`src/hw/rtl/touch_slider_to_stick_mapper_assert.svh`:
```
// assertion helpers for the touch slider mapper
`ifndef TOUCH_SLIDER_TO_STICK_MAPPER_ASSERT_SVH
`define TOUCH_SLIDER_TO_STICK_MAPPER_ASSERT_SVH

// condition that must hold at every clock edge outside reset
`define TSSM_ASSERT_ALWAYS(lbl, cond, msg) \
  lbl: assert property (@(posedge clk_i) disable iff (!rst_ni) (cond)) else $error(msg);

// consequence that must hold in the cycle after the antecedent
`define TSSM_ASSERT_NEXT(lbl, ante, cons, msg) \
  lbl: assert property (@(posedge clk_i) disable iff (!rst_ni) (ante) |=> (cons)) \
    else $error(msg);

`endif

```
`src/hw/rtl/tssm_pkg.sv`:
```
package tssm_pkg;

  localparam int unsigned ChipW   = 12;
  localparam int unsigned AxisW   = 8;
  localparam int unsigned VecW    = 32;
  localparam int unsigned ZoneW   = 16;
  localparam int unsigned AddrW   = 3;
  localparam int unsigned DataW   = 32;

  localparam logic [4:0]       ZoneNoTouch  = 5'd16;
  localparam logic             ArcadeReset  = 1'b1;
  localparam logic [AxisW-1:0] CenterReset  = 8'd128;
  localparam logic [AxisW-1:0] AxisMin      = 8'd0;
  localparam logic [AxisW-1:0] AxisMax      = 8'd255;

  // register index, taken from paddr bit 2
  localparam logic RegArcadeMode  = 1'b0;
  localparam logic RegStickCenter = 1'b1;

  typedef struct packed {
    logic [3:0]       hi;
    logic [4:0]       lo;
    logic [AxisW-1:0] value;
  } zone_t;

  typedef struct packed {
    logic [AxisW-1:0] right_y;
    logic [AxisW-1:0] right_x;
    logic [AxisW-1:0] left_y;
    logic [AxisW-1:0] left_x;
    logic [VecW-1:0]  vec;
  } result_t;

  // one scan of a zone: returns the new zone state, whose value is the axis output
  function automatic zone_t zone_update(zone_t z, logic [ZoneW-1:0] bits,
                                        logic [AxisW-1:0] center);
    zone_t      n;
    logic [3:0] hi;
    logic [3:0] lo;
    logic       left;
    logic       right;
    hi = 4'd0;
    lo = 4'd0;
    for (int i = 0; i < ZoneW; i++) begin
      if (bits[i]) hi = 4'(i);
    end
    for (int i = ZoneW - 1; i >= 0; i--) begin
      if (bits[i]) lo = 4'(i);
    end
    left  = (hi > z.hi && {1'b0, lo} >= z.lo) || (hi >= z.hi && {1'b0, lo} > z.lo);
    right = (hi < z.hi && {1'b0, lo} <= z.lo) || (hi <= z.hi && {1'b0, lo} < z.lo);
    if (bits == '0) begin
      n.hi    = 4'd0;
      n.lo    = ZoneNoTouch;
      n.value = center;
    end else begin
      n.hi = hi;
      n.lo = {1'b0, lo};
      if (left) begin
        n.value = AxisMin;
      end else if (right) begin
        n.value = AxisMax;
      end else begin
        n.value = z.value;
      end
    end
    return n;
  endfunction

endpackage

```
`src/hw/rtl/touch_slider_to_stick_mapper.sv`:
```
// each input transfer's result is registered into the output register (or the skid register)
// throughput: one item per cycle while the skid register is empty; a two-entry output stage
// (result register plus skid register) lets the input take an item while a stalled result waits
// reset (rst_ni low, asynchronous): arcade mode on, stick center 128, both zones untouched
// with held value 128, output and skid stages empty
`include "touch_slider_to_stick_mapper_assert.svh"

module touch_slider_to_stick_mapper (
  input  logic                          clk_i,
  input  logic                          rst_ni,
  // apb-style configuration port
  input  logic                          psel,
  input  logic                          penable,
  input  logic                          pwrite,
  input  logic [tssm_pkg::AddrW-1:0]    paddr,
  input  logic [tssm_pkg::DataW-1:0]    pwdata,
  output logic [tssm_pkg::DataW-1:0]    prdata,
  output logic                          pready,
  // scan input
  input  logic                          in_valid_i,
  output logic                          in_stall_o,
  input  logic [tssm_pkg::ChipW-1:0]    chip0_touch_i,
  input  logic [tssm_pkg::ChipW-1:0]    chip1_touch_i,
  input  logic [tssm_pkg::ChipW-1:0]    chip2_touch_i,
  input  logic [tssm_pkg::ChipW-1:0]    chip3_touch_i,
  // axis output
  output logic                          out_valid_o,
  input  logic                          out_stall_i,
  output logic [tssm_pkg::AxisW-1:0]    right_y_axis_o,
  output logic [tssm_pkg::AxisW-1:0]    right_x_axis_o,
  output logic [tssm_pkg::AxisW-1:0]    left_y_axis_o,
  output logic [tssm_pkg::AxisW-1:0]    left_x_axis_o,
  output logic [tssm_pkg::VecW-1:0]     touch_vector_o
);

  // configuration registers
  logic                       arcade_q;
  logic [tssm_pkg::AxisW-1:0] center_q;
  logic                       cfg_wr;

  // zone tracking state: upper zone is vector bits 31..16, lower zone 15..0
  tssm_pkg::zone_t upper_q, upper_d;
  tssm_pkg::zone_t lower_q, lower_d;

  // output register and skid register
  tssm_pkg::result_t res;
  tssm_pkg::result_t out_q, out_d;
  tssm_pkg::result_t skid_q, skid_d;
  logic              out_valid_q, out_valid_d;
  logic              skid_valid_q, skid_valid_d;

  logic                      in_xfer;
  logic                      out_xfer;
  logic [tssm_pkg::VecW-1:0] vec;

  // ---------------------------------------------------------------------------
  // configuration port: zero-wait writes, register picked by paddr bit 2
  // ---------------------------------------------------------------------------
  assign pready = 1'b1;
  assign cfg_wr = psel & penable & pwrite & pready;

  always_ff @(posedge clk_i or negedge rst_ni) begin
    if (!rst_ni) begin
      arcade_q <= tssm_pkg::ArcadeReset;
      center_q <= tssm_pkg::CenterReset;
    end else if (cfg_wr) begin
      unique case (paddr[2])
        tssm_pkg::RegArcadeMode:  arcade_q <= pwdata[0];
        tssm_pkg::RegStickCenter: center_q <= pwdata[tssm_pkg::AxisW-1:0];
        default: ;
      endcase
    end
  end

  always_comb begin
    unique case (paddr[2])
      tssm_pkg::RegArcadeMode:  prdata = {{(tssm_pkg::DataW-1){1'b0}}, arcade_q};
      tssm_pkg::RegStickCenter: prdata = {{(tssm_pkg::DataW-tssm_pkg::AxisW){1'b0}}, center_q};
      default:                  prdata = '0;
    endcase
  end

  // ---------------------------------------------------------------------------
  // handshakes: input is held off only while the skid register is occupied
  // ---------------------------------------------------------------------------
  assign in_stall_o  = skid_valid_q;
  assign in_xfer     = in_valid_i & ~skid_valid_q;
  assign out_xfer    = out_valid_q & ~out_stall_i;
  assign out_valid_o = out_valid_q;

  // ---------------------------------------------------------------------------
  // result logic, straight from the input ports
  // ---------------------------------------------------------------------------
  // electrodes 4..11 of each chip, chip0 in the top byte
  assign vec = {chip0_touch_i[11:4], chip1_touch_i[11:4],
                chip2_touch_i[11:4], chip3_touch_i[11:4]};

  assign upper_d = tssm_pkg::zone_update(upper_q, vec[31:16], center_q);
  assign lower_d = tssm_pkg::zone_update(lower_q, vec[15:0], center_q);

  always_comb begin
    res.vec = vec;
    if (arcade_q) begin
      // each byte drives one axis, XORed with the center value
      res.right_y = vec[31:24] ^ center_q;
      res.right_x = vec[23:16] ^ center_q;
      res.left_y  = vec[15:8] ^ center_q;
      res.left_x  = vec[7:0] ^ center_q;
    end else begin
      // slide mode: x from zone motion, y parked at center
      res.right_y = center_q;
      res.right_x = lower_d.value;
      res.left_y  = center_q;
      res.left_x  = upper_d.value;
    end
  end

  // zone state only moves on a slide-mode transfer
  always_ff @(posedge clk_i or negedge rst_ni) begin
    if (!rst_ni) begin
      upper_q <= '{hi: 4'd0, lo: tssm_pkg::ZoneNoTouch, value: tssm_pkg::CenterReset};
      lower_q <= '{hi: 4'd0, lo: tssm_pkg::ZoneNoTouch, value: tssm_pkg::CenterReset};
    end else if (in_xfer && !arcade_q) begin
      upper_q <= upper_d;
      lower_q <= lower_d;
    end
  end

  // ---------------------------------------------------------------------------
  // output stage: results go to the output register, or to the skid register
  // when the output register holds a result that is not leaving this cycle
  // ---------------------------------------------------------------------------
  always_comb begin
    out_d        = out_q;
    skid_d       = skid_q;
    out_valid_d  = out_valid_q;
    skid_valid_d = skid_valid_q;
    if (out_xfer) begin
      if (skid_valid_q) begin
        out_d        = skid_q;
        skid_valid_d = 1'b0;
      end else begin
        out_valid_d = 1'b0;
      end
    end
    if (in_xfer) begin
      if (!out_valid_q || out_xfer) begin
        out_d       = res;
        out_valid_d = 1'b1;
      end else begin
        skid_d       = res;
        skid_valid_d = 1'b1;
      end
    end
  end

  always_ff @(posedge clk_i or negedge rst_ni) begin
    if (!rst_ni) begin
      out_valid_q  <= 1'b0;
      skid_valid_q <= 1'b0;
    end else begin
      out_valid_q  <= out_valid_d;
      skid_valid_q <= skid_valid_d;
    end
  end

  always_ff @(posedge clk_i) begin
    out_q  <= out_d;
    skid_q <= skid_d;
  end

  assign right_y_axis_o = out_q.right_y;
  assign right_x_axis_o = out_q.right_x;
  assign left_y_axis_o  = out_q.left_y;
  assign left_x_axis_o  = out_q.left_x;
  assign touch_vector_o = out_q.vec;

  // ---------------------------------------------------------------------------
  // assertions
  // ---------------------------------------------------------------------------
  `TSSM_ASSERT_ALWAYS(a_skid_behind_out, !skid_valid_q || out_valid_q,
                      "skid register full while output register empty")
  `TSSM_ASSERT_ALWAYS(a_upper_no_touch, upper_q.lo != tssm_pkg::ZoneNoTouch || upper_q.hi == 4'd0,
                      "upper zone marked untouched with a nonzero high bit")
  `TSSM_ASSERT_NEXT(a_arcade_keeps_zones, in_xfer && arcade_q,
                    $stable(upper_q) && $stable(lower_q),
                    "zone state changed on an arcade-mode transfer")
  `TSSM_ASSERT_NEXT(a_untouched_lower, in_xfer && !arcade_q && vec[15:0] == 16'd0,
                    lower_q.lo == tssm_pkg::ZoneNoTouch && out_valid_q,
                    "untouched lower zone not recorded")

endmodule

```
`config.mk`:
```
export PLATFORM = sky130hd
export DESIGN_NAME = touch_slider_to_stick_mapper
export DESIGN_NICKNAME = d
export VERILOG_FILES = /design/src/hw/rtl/tssm_pkg.sv /design/src/hw/rtl/touch_slider_to_stick_mapper.sv
export VERILOG_INCLUDE_DIRS = /design/src /design/src/hw/rtl
export SDC_FILE = /design/constraint.sdc
export NUM_CORES = 1
export LEC_CHECK = 0
export BUFFER_PORTS_ARGS = -buffer_cell sky130_fd_sc_hd__buf_4
export CAP_MARGIN = 20
export CORE_MARGIN = 5
export CORE_UTILIZATION = 60
export CTS_BUF_LIST = sky130_fd_sc_hd__clkbuf_16
export DETAILED_ROUTE_END_ITERATION = 7
export PLACE_DENSITY_LB_ADDON = 0.2
export SETUP_SLACK_MARGIN = 0.1
export SLEW_MARGIN = 20
export SYNTH_ARGS = -nofsm -noshare
export SYNTH_HDL_FRONTEND = slang
export SYNTH_SLANG_ARGS = --single-unit
export TNS_END_PERCENT = 50
```
`constraint.sdc`:
```
create_clock -name clk_i -period 11.16 [get_ports clk_i]
set_input_delay 0 -clock clk_i [delete_from_list [all_inputs] [get_ports clk_i]]
set_output_delay 0 -clock clk_i [all_outputs]
set_load 0.01 [all_outputs]
```
==> results of run 1 <==
==> routing by layer <==
layer / up-vias / wire length, µm / GRT usage / share of wire
met5: - / 0 / 0 / 0
met4: 0 / 470 / 0.0911 / 0.020
met3: 39 / 2090 / 0.0514 / 0.088
met2: 359 / 11100 / 0.426 / 0.47
met1: 3587 / 10100 / 0.360 / 0.42
li1: 3621 / - / - / -
==> state kept, by name, indices dropped and copies added, names as in the netlist, 17 cells and up, named ones only <==
name,flops
lower_q,17
skid_q,64
touch_vector_o,32
upper_q,17
==> critical path: stages <==
cell and delay, ns:
dlygate4sd3_1 0.54, buf_4 0.19, nor2_1 0.12, o21ai_0 0.10, a211o_1 0.31, a211o_1 0.32
nand2_1 0.07, ha_1 0.23, nand2b_1 0.07, a21oi_1 0.10, o21ai_1 0.80, nand3_1 0.52
a311oi_1 0.40
==> stage by stage <==
step            util  setup slack, ns  area, µm²
3_3_place_gp   0.662             7.95      10100
4_1_cts        0.729             7.75      11100
3_5_place_dp   0.662             7.89      10100
2_1_floorplan      -             7.11       9380
5_1_grt        0.729             7.52      11100
6_report       0.729             7.71      11100
==> timing repair <==
action / CTS / global route
hold buffers: 46 / 0
resized for setup: 0 / 0
setup endpoints to repair: 0 / 0
endpoints found under the hold margin: 127 / 0
==> final timing paths <==
check	cells after the start	startpoint	to
min in group clk_i	3	pwrite	center_q[2]
max in group asynchronous	2	rst_ni	upper_q[14]
setup reg to reg	5	out_valid_o	right_x_axis_o[3]
hold / removal	2	rst_ni	center_q[4]
setup / recovery	13	chip1_touch_i[8]	upper_q[4]
hold reg to reg	2	lower_q[12]	lower_q[12]
==> cell families (layout without fill, tap and decap cells) <==
group	after synthesis	in the layout	share of synthesized area
buffers and inverters	138	248	0.0735
multiplexers	92	92	0.103
XOR/XNOR	16	16	0.0151
AO/OA/AOI/OAI	238	238	0.157
AND/OR/NAND/NOR	279	279	0.163
other	2	25	0.000808
flip-flops	173	173	0.467
adder cells (fa/ha/maj)	16	16	0.0215
==> final cells by class <==
| type | count | share of cell area |
|---|---|---|
| Tap cell | 188 | 0.0212 |
| Multi-Input combinational cell | 666 | 0.396 |
| Inverter | 44 | 0.0149 |
| Clock inverter | 15 | 0.0112 |
| Clock buffer | 17 | 0.0384 |
| Timing Repair Buffer | 172 | 0.127 |
| Sequential cell | 173 | 0.391 |
==> Yosys cell counts, types with 6 or more instances <==
master / count / share of area
edfxtp_1: 64 / 0.21
nor4_4: 6 / 0.014
dfxtp_1: 64 / 0.14
nand2_1: 53 / 0.021
o21ai_0: 37 / 0.020
nand4_1: 23 / 0.015
nor3_1: 7 / 0.0038
nand2b_1: 9 / 0.0061
inv_1: 44 / 0.018
mux2i_1: 64 / 0.069
buf_4: 27 / 0.022
a21oi_1: 132 / 0.071
o221a_2: 8 / 0.0097
or3b_2: 16 / 0.015
buf_2: 24 / 0.013
dfrtp_1: 39 / 0.11
nor2_1: 108 / 0.044
xnor2_1: 16 / 0.015
clkbuf_1: 34 / 0.014
ha_1: 16 / 0.022
a211oi_1: 10 / 0.0081
and2_1: 11 / 0.0074
dfstp_2: 6 / 0.017
nand3_1: 21 / 0.011
a311oi_1: 16 / 0.015
mux2_2: 28 / 0.034
==> where the power goes <==
part | internal [W] | total [W] | switching (W)
combinational | 0.000518 | 0.00115 | 0.000632
clock | 0.000306 | 0.000560 | 0.000254
sequential | 0.000898 | 0.00104 | 0.000146
total | 0.00172 | 0.00275 | 0.00103
==> summary.log, run 1 <==
qor: pwr.leakage 4.81 nW
qor: cells_and_area.area_used_by_multi_input_combinational_logic 4390 µm²
qor: clocking.cts_max_level 4
qor: hold_path.timing.hold.worst.class in -> async
qor: timing.post_route_clock_period_utilization 0.309
qor: critical_path.crit_path_start_kind input port
qor: cells_and_area.fin_nets 1,180
qor: routing.route.vias.total 7,606
qor: critical_path.arrival_time_reported_for_the_critical_path_endpoint 3.78 ns
qor: critical_path.worst-path-max-fanout 10
qor: synthesis.syn-instance-count 954
qor: placement.detailedPlacementHpwl 14,900 µm
qor: routing.drt_first_pass_iters 5
qor: routing.detail_route.vias_per_cell 5.97
qor: clocking.cts_inserted_buffers 17
qor: timing.timing_hold_violations_final 0
qor: critical_path.worst_ep_required_time 11.49 ns
qor: clocking.cts_tree done
qor: floorplan.chipHeight 134 µm
qor: floorplan.dieArea 18,100 µm²
qor: timing.fmaxAchievable 0.290 GHz
qor: clocking.clk-insertion-delay-late 0.43 ns
qor: routing.antenna_violating_nets_post_route 0
qor: timing.fin_worst_skew 0.00521 ns
qor: critical_path.endpoint_kind flip-flop
qor: placement.number_of_placed_instances_taps_included 1,197
qor: timing.timing.setup.tns 0 ns
qor: routing.routed_wire_length_per_instance 18.6 µm
qor: placement.place.port_buffers 121
qor: floorplan.die_x 134 µm
qor: cells_and_area.seq_area 4340 µm²
qor: run.max-cap-violations 0
qor: cells_and_area.area_growth 19.2%
qor: global_route.grt_remaining_overflow 0
qor: synthesis.synth_seq_cells 173
qor: synthesis.syn-mean-instance-area 9.74 µm²
qor: global_route.first_global_vias 7,289
qor: timing.post-route-min-period 3.45 ns
qor: critical_path.critPathKind in -> reg
qor: pwr.power_density 249 nW/µm²
qor: clocking.cts_max_path_buffers 2
qor: synthesis.edff_count_synth 64
qor: floorplan.pin_count 189
qor: timing.grt_setup_unrepaired false
qor: cells_and_area.final_common_cell a21oi_1
qor: synthesis.synthesis.yosys.warnings 0
qor: global_route.globalRouteTotalUtil 0.264
qor: synthesis.synth.lib_cells_used.distinct 63
qor: timing.report.final.slew_viol_count 0
qor: pwr.power_after_layout 0.00275 W
qor: clocking.clock_tree.root_cell clkbuf_16
qor: timing.hold-worst-slack 0.142 ns
qor: global_route.grt_pass1_wl 38,100 µm
qor: timing.timing.final.setup_violations 0
qor: cells_and_area.final_cell_mix a21oi_1 (132), buf_4 (126), nor2_1 (107)
qor: timing.transition_at_the_pin_with_the_smallest_max_transition_slack 1.14 ns
qor: cells_and_area.antenna_cells 0
qor: cells_and_area.layout.filler_cells 1,154
qor: routing.wl 23,800 µm
qor: floorplan.coreArea 15,200 µm²
qor: cells_and_area.post_route_cells_drive_above_1_share 0.222
qor: clocking.path_clk_slew 0.06 ns
qor: synthesis.async_reset_ff_frac 0.260
qor: floorplan.count_of_standard_cell_rows 45
qor: synthesis.syn_area 9290 µm²
qor: clocking.clock_sinks 173
qor: synthesis.synth_top_flop_cell edfxtp_1
qor: floorplan.floorplan.initialDensity 0.611
qor: global_route.antenna_found_initial 0
qor: routing.1st_iter_drt_viols 791
qor: run_status.outcome finished clean
qor: pwr.worst_ir_drop_on_vdd 0.000148 V
qor: global_route.grt_max_degree 96
qor: timing.slew_headroom 0.241
qor: routing.route.detailed.drc 0
qor: clocking.cts_setup_buffers 0
qor: synthesis.seq_area_frac_synth 0.467
qor: cells_and_area.number_of_standard_cells_in_the_layout_taps_in_and_fillers_out 1,275
qor: placement.place.gp.congestion 0.917
qor: critical_path.worst-r2r-setup-slack 8.10 ns
(Power assumes the default switching activity.)
==> run 2, diff against run 1 <==
--- a/config.mk
+++ b/config.mk
@@ -6,10 +6,11 @@
 export SDC_FILE = /design/constraint.sdc
 export NUM_CORES = 1
 export LEC_CHECK = 0
+export ABC_AREA = 1
 export BUFFER_PORTS_ARGS = -buffer_cell sky130_fd_sc_hd__buf_4
 export CAP_MARGIN = 20
 export CORE_MARGIN = 5
-export CORE_UTILIZATION = 60
+export CORE_UTILIZATION = 55
 export CTS_BUF_LIST = sky130_fd_sc_hd__clkbuf_16
 export DETAILED_ROUTE_END_ITERATION = 7
 export PLACE_DENSITY_LB_ADDON = 0.2
==> constraint.sdc (replaced) <==
create_clock -name clk_i -period 3.5 [get_ports clk_i]
set_input_delay 0 -clock clk_i [delete_from_list [all_inputs] [get_ports clk_i]]
set_output_delay 0 -clock clk_i [all_outputs]
set_load 0.01 [all_outputs]
==> summary.log, run 2 <==
qor: run.max-cap-violations 0
qor: global_route.grt_remaining_overflow 0
qor: cells_and_area.post_route_cells_drive_above_1_share 0.211
qor: global_route.global_routing_usage_on_met3 0.0570
qor: timing.fmaxAchievable 0.354 GHz
qor: cells_and_area.layout.filler_cells 1,291
qor: critical_path.arrival_time_reported_for_the_critical_path_endpoint 3.12 ns
qor: clocking.clock_sinks 173
qor: pwr.power_density 822 nW/µm²
qor: global_route.grt_busiest_layer met2
qor: floorplan.die_x 136 µm
qor: pwr.worst_ir_drop_on_vdd 0.000472 V
qor: synthesis.synthesis.yosys.warnings 0
qor: floorplan.dieArea 18,600 µm²
qor: clocking.cts_inserted_buffers 17
qor: run_status.outcome finished clean
qor: cells_and_area.post-route-cell-area 10,700 µm²
qor: synthesis.async_reset_ff_frac 0.260
qor: critical_path.crit_path_start_kind input port
qor: clocking.cts_max_path_buffers 2
qor: floorplan.coreArea 15,800 µm²
qor: floorplan.pin_count 189
qor: hold_path.timing.hold.worst.class in -> reg
qor: timing.transition_at_the_pin_with_the_smallest_max_transition_slack 1.06 ns
qor: critical_path.cp_slowest_cell dlygate4sd3_1
qor: global_route.grt_pass1_wl 37,900 µm
qor: synthesis.yosysTopAreaCellShare 0.219
qor: routing.route.detailed.drc 0
qor: cells_and_area.area_growth 22.6%
qor: critical_path.regToRegStartpoint lower_q[16]
qor: critical_path.worst_reg_to_reg_path_cell_count 12
qor: placement.dpl-instance-area 9700 µm²
qor: routing.antenna_violating_nets_post_route 0
qor: timing.timing.final.setup_violations 0
qor: global_route.global_route.usage.met2 0.402
qor: synthesis.ys_top_cells_by_area edfxtp_1 (22%), dfxtp_1 (15%), nand2_1 (12%)
qor: routing.drt_first_pass_iters 6
qor: cells_and_area.largest_register_ffs 64
qor: routing.1st_iter_drt_viols 827
qor: timing.timing.setup.tns 0 ns
qor: synthesis.syn_area 8760 µm²
qor: hold_path.worstHoldEndpoint out_valid_o
qor: timing.slew_headroom 0.290
qor: clocking.clk-insertion-delay-late 0.44 ns
qor: routing.route.vias.total 7,787
qor: cells_and_area.final_cell_mix nand2_1 (289), buf_4 (126), inv_1 (108)
qor: timing.report.final.slew_viol_count 0
qor: critical_path.worst-r2r-setup-slack 1.30 ns
qor: pwr.leakage 5.11 nW
qor: cells_and_area.fin_nets 1,337
qor: timing.timing_hold_violations_final 0
qor: synthesis.synth_most_common_cell nand2_1
qor: placement.place.port_buffers 121
qor: hold_path.holdCritStartpoint in_valid_i
qor: critical_path.worst-path-max-fanout 8
qor: floorplan.count_of_standard_cell_rows 46
qor: placement.detailedPlacementHpwl 16,400 µm
qor: floorplan.chipHeight 136 µm
qor: hold_path.worstHoldPathCells 3
qor: critical_path.critPathKind in -> reg
qor: critical_path.worst_ep_required_time 3.79 ns
qor: critical_path.critical_path.max_stage_delay 0.53 ns
qor: global_route.grt_max_degree 68
qor: synthesis.seq_area_frac_synth 0.495
qor: clocking.path_clk_slew 0.07 ns
qor: synthesis.synth_seq_cells 173
qor: critical_path.endpoint_kind flip-flop
qor: global_route.globalRouteTotalUtil 0.266
qor: placement.place.gp.congestion 0.938
qor: critical_path.crit-reg2reg-capture right_x_axis_o[0]
qor: clocking.post_cts.resized_instances 0
qor: synthesis.synth_top_flop_cell edfxtp_1
qor: synthesis.post_synth_most_frequent_cells nand2_1 (289), inv_1 (109), a21oi_1 (99)
qor: clocking.cts_tree done
qor: synthesis.syn-instance-count 1,093
qor: critical_path.cp_common_cell nand2_1
qor: clocking.clock_tree.root_cell clkbuf_16
qor: synthesis.synth.largest_area_cell edfxtp_1
qor: timing.fin_worst_skew 0.00730 ns
qor: routing.wl 24,700 µm
qor: timing.grt_setup_unrepaired false
qor: floorplan.floorplan.initialDensity 0.556
qor: timing.post_route_clock_period_utilization 0.808
qor: cells_and_area.registers.top_by_ff_count skid_q
qor: routing.routed_wire_length_per_instance 16.9 µm
qor: timing.post-route-min-period 2.83 ns
qor: global_route.antenna_found_initial 0
qor: synthesis.edff_count_synth 64
qor: clocking.cts_max_level 4
qor: routing.detail_route.vias_per_cell 5.33
qor: global_route.first_global_vias 6,871
qor: synthesis.syn-mean-instance-area 8.02 µm²
qor: global_route.use_met1 0.384
qor: cells_and_area.final_common_cell nand2_1
qor: synthesis.synth.lib_cells_used.distinct 40
-- run 2: cell count changes in the layout (fill, tap and decap cells not counted), sizes merged, moves of 11 or more --
cell	before	now
a21oi	133	101
a311oi	16	0
and2	11	0
inv	47	124
mux2	28	0
mux2i	64	0
nand2	55	323
nand4	23	4
nor2	109	92
o21ai	41	116
or2	0	16
or3b	16	0
xnor2	16	0
-- run 2: layout make-up --
| type | count | area, µm² | share of cell area |
|---|---|---|---|
| Multi-Input combinational cell | 749 | 3680 | 0.343 |
| Tap cell | 216 | 270 | 0.0252 |
| Sequential cell | 173 | 4340 | 0.404 |
| Antenna cell | 2 | 5.00 | 0.000466 |
| Clock inverter | 14 | 154 | 0.0143 |
| Inverter | 120 | 452 | 0.0420 |
| Timing Repair Buffer | 170 | 1400 | 0.130 |
| Clock buffer | 18 | 450 | 0.0419 |
-- run 2: kinds of logic after synthesis --
group | synth area share
flip-flops | 0.495
adder cells (fa/ha/maj) | 0.0228
buffers and inverters | 0.0981
AO/OA/AOI/OAI | 0.148
AND/OR/NAND/NOR | 0.235
other | 0.000857
-- run 2: where the power goes --
part	internal, W	switching (W)
Sequential	0.00284	0.000376
Clock	0.00105	0.000872
Combinational	0.00146	0.00224
Total	0.00535	0.00349
-- run 2: what timing repair did --
item                                   CTS  global route
buffers inserted                         0             0
endpoints found under the hold margin  125             0
hold buffers                            43             0
-- run 2: per-layer routing --
layer,share of wire,vias to the layer above
li1,-,3753
met1,0.43,3605
met2,0.46,380
met3,0.092,49
met4,0.020,0
met5,0,-
-- run 2: worst max path at each step --
stage,to,cells past startpoint,from
after floorplan,skid_q[0],3,flip-flop
after global placement,right_x_axis_o[5],27,chip3_touch_i[5]
after detailed placement,left_x_axis_o[0],28,chip1_touch_i[5]
after CTS,right_x_axis_o[0],28,chip3_touch_i[5]
after global routing,right_x_axis_o[0],28,chip3_touch_i[5]
final,left_x_axis_o[0],29,chip1_touch_i[5]
-- run 2: stage by stage --
stage / hold slack (ns) / util / instances / total power, W / setup WS, ns
after floorplan: -0.296 / - / 1116 / 0.00548 / 0.793
after global placement: 0.0524 / 0.615 / 1385 / 0.00674 / 0.902
after detailed placement: 0.0509 / 0.615 / 1385 / 0.00682 / 0.882
after CTS: 0.0764 / 0.681 / 1460 / 0.00879 / 0.764
after global routing: 0.113 / 0.681 / 1460 / 0.00941 / 0.383
final: 0.104 / 0.681 / 1462 / 0.00884 / 0.672
-- run 2: critical path, delay by kind of cell --
| family | cells | cell delay (ns) |
|---|---|---|
| buffers and inverters | 4 | 0.82 |
| adders and majority gates | 1 | 0.18 |
| and+or+nand+nor | 20 | 1.47 |
| AOI/OAI and AO/OA | 4 | 0.67 |
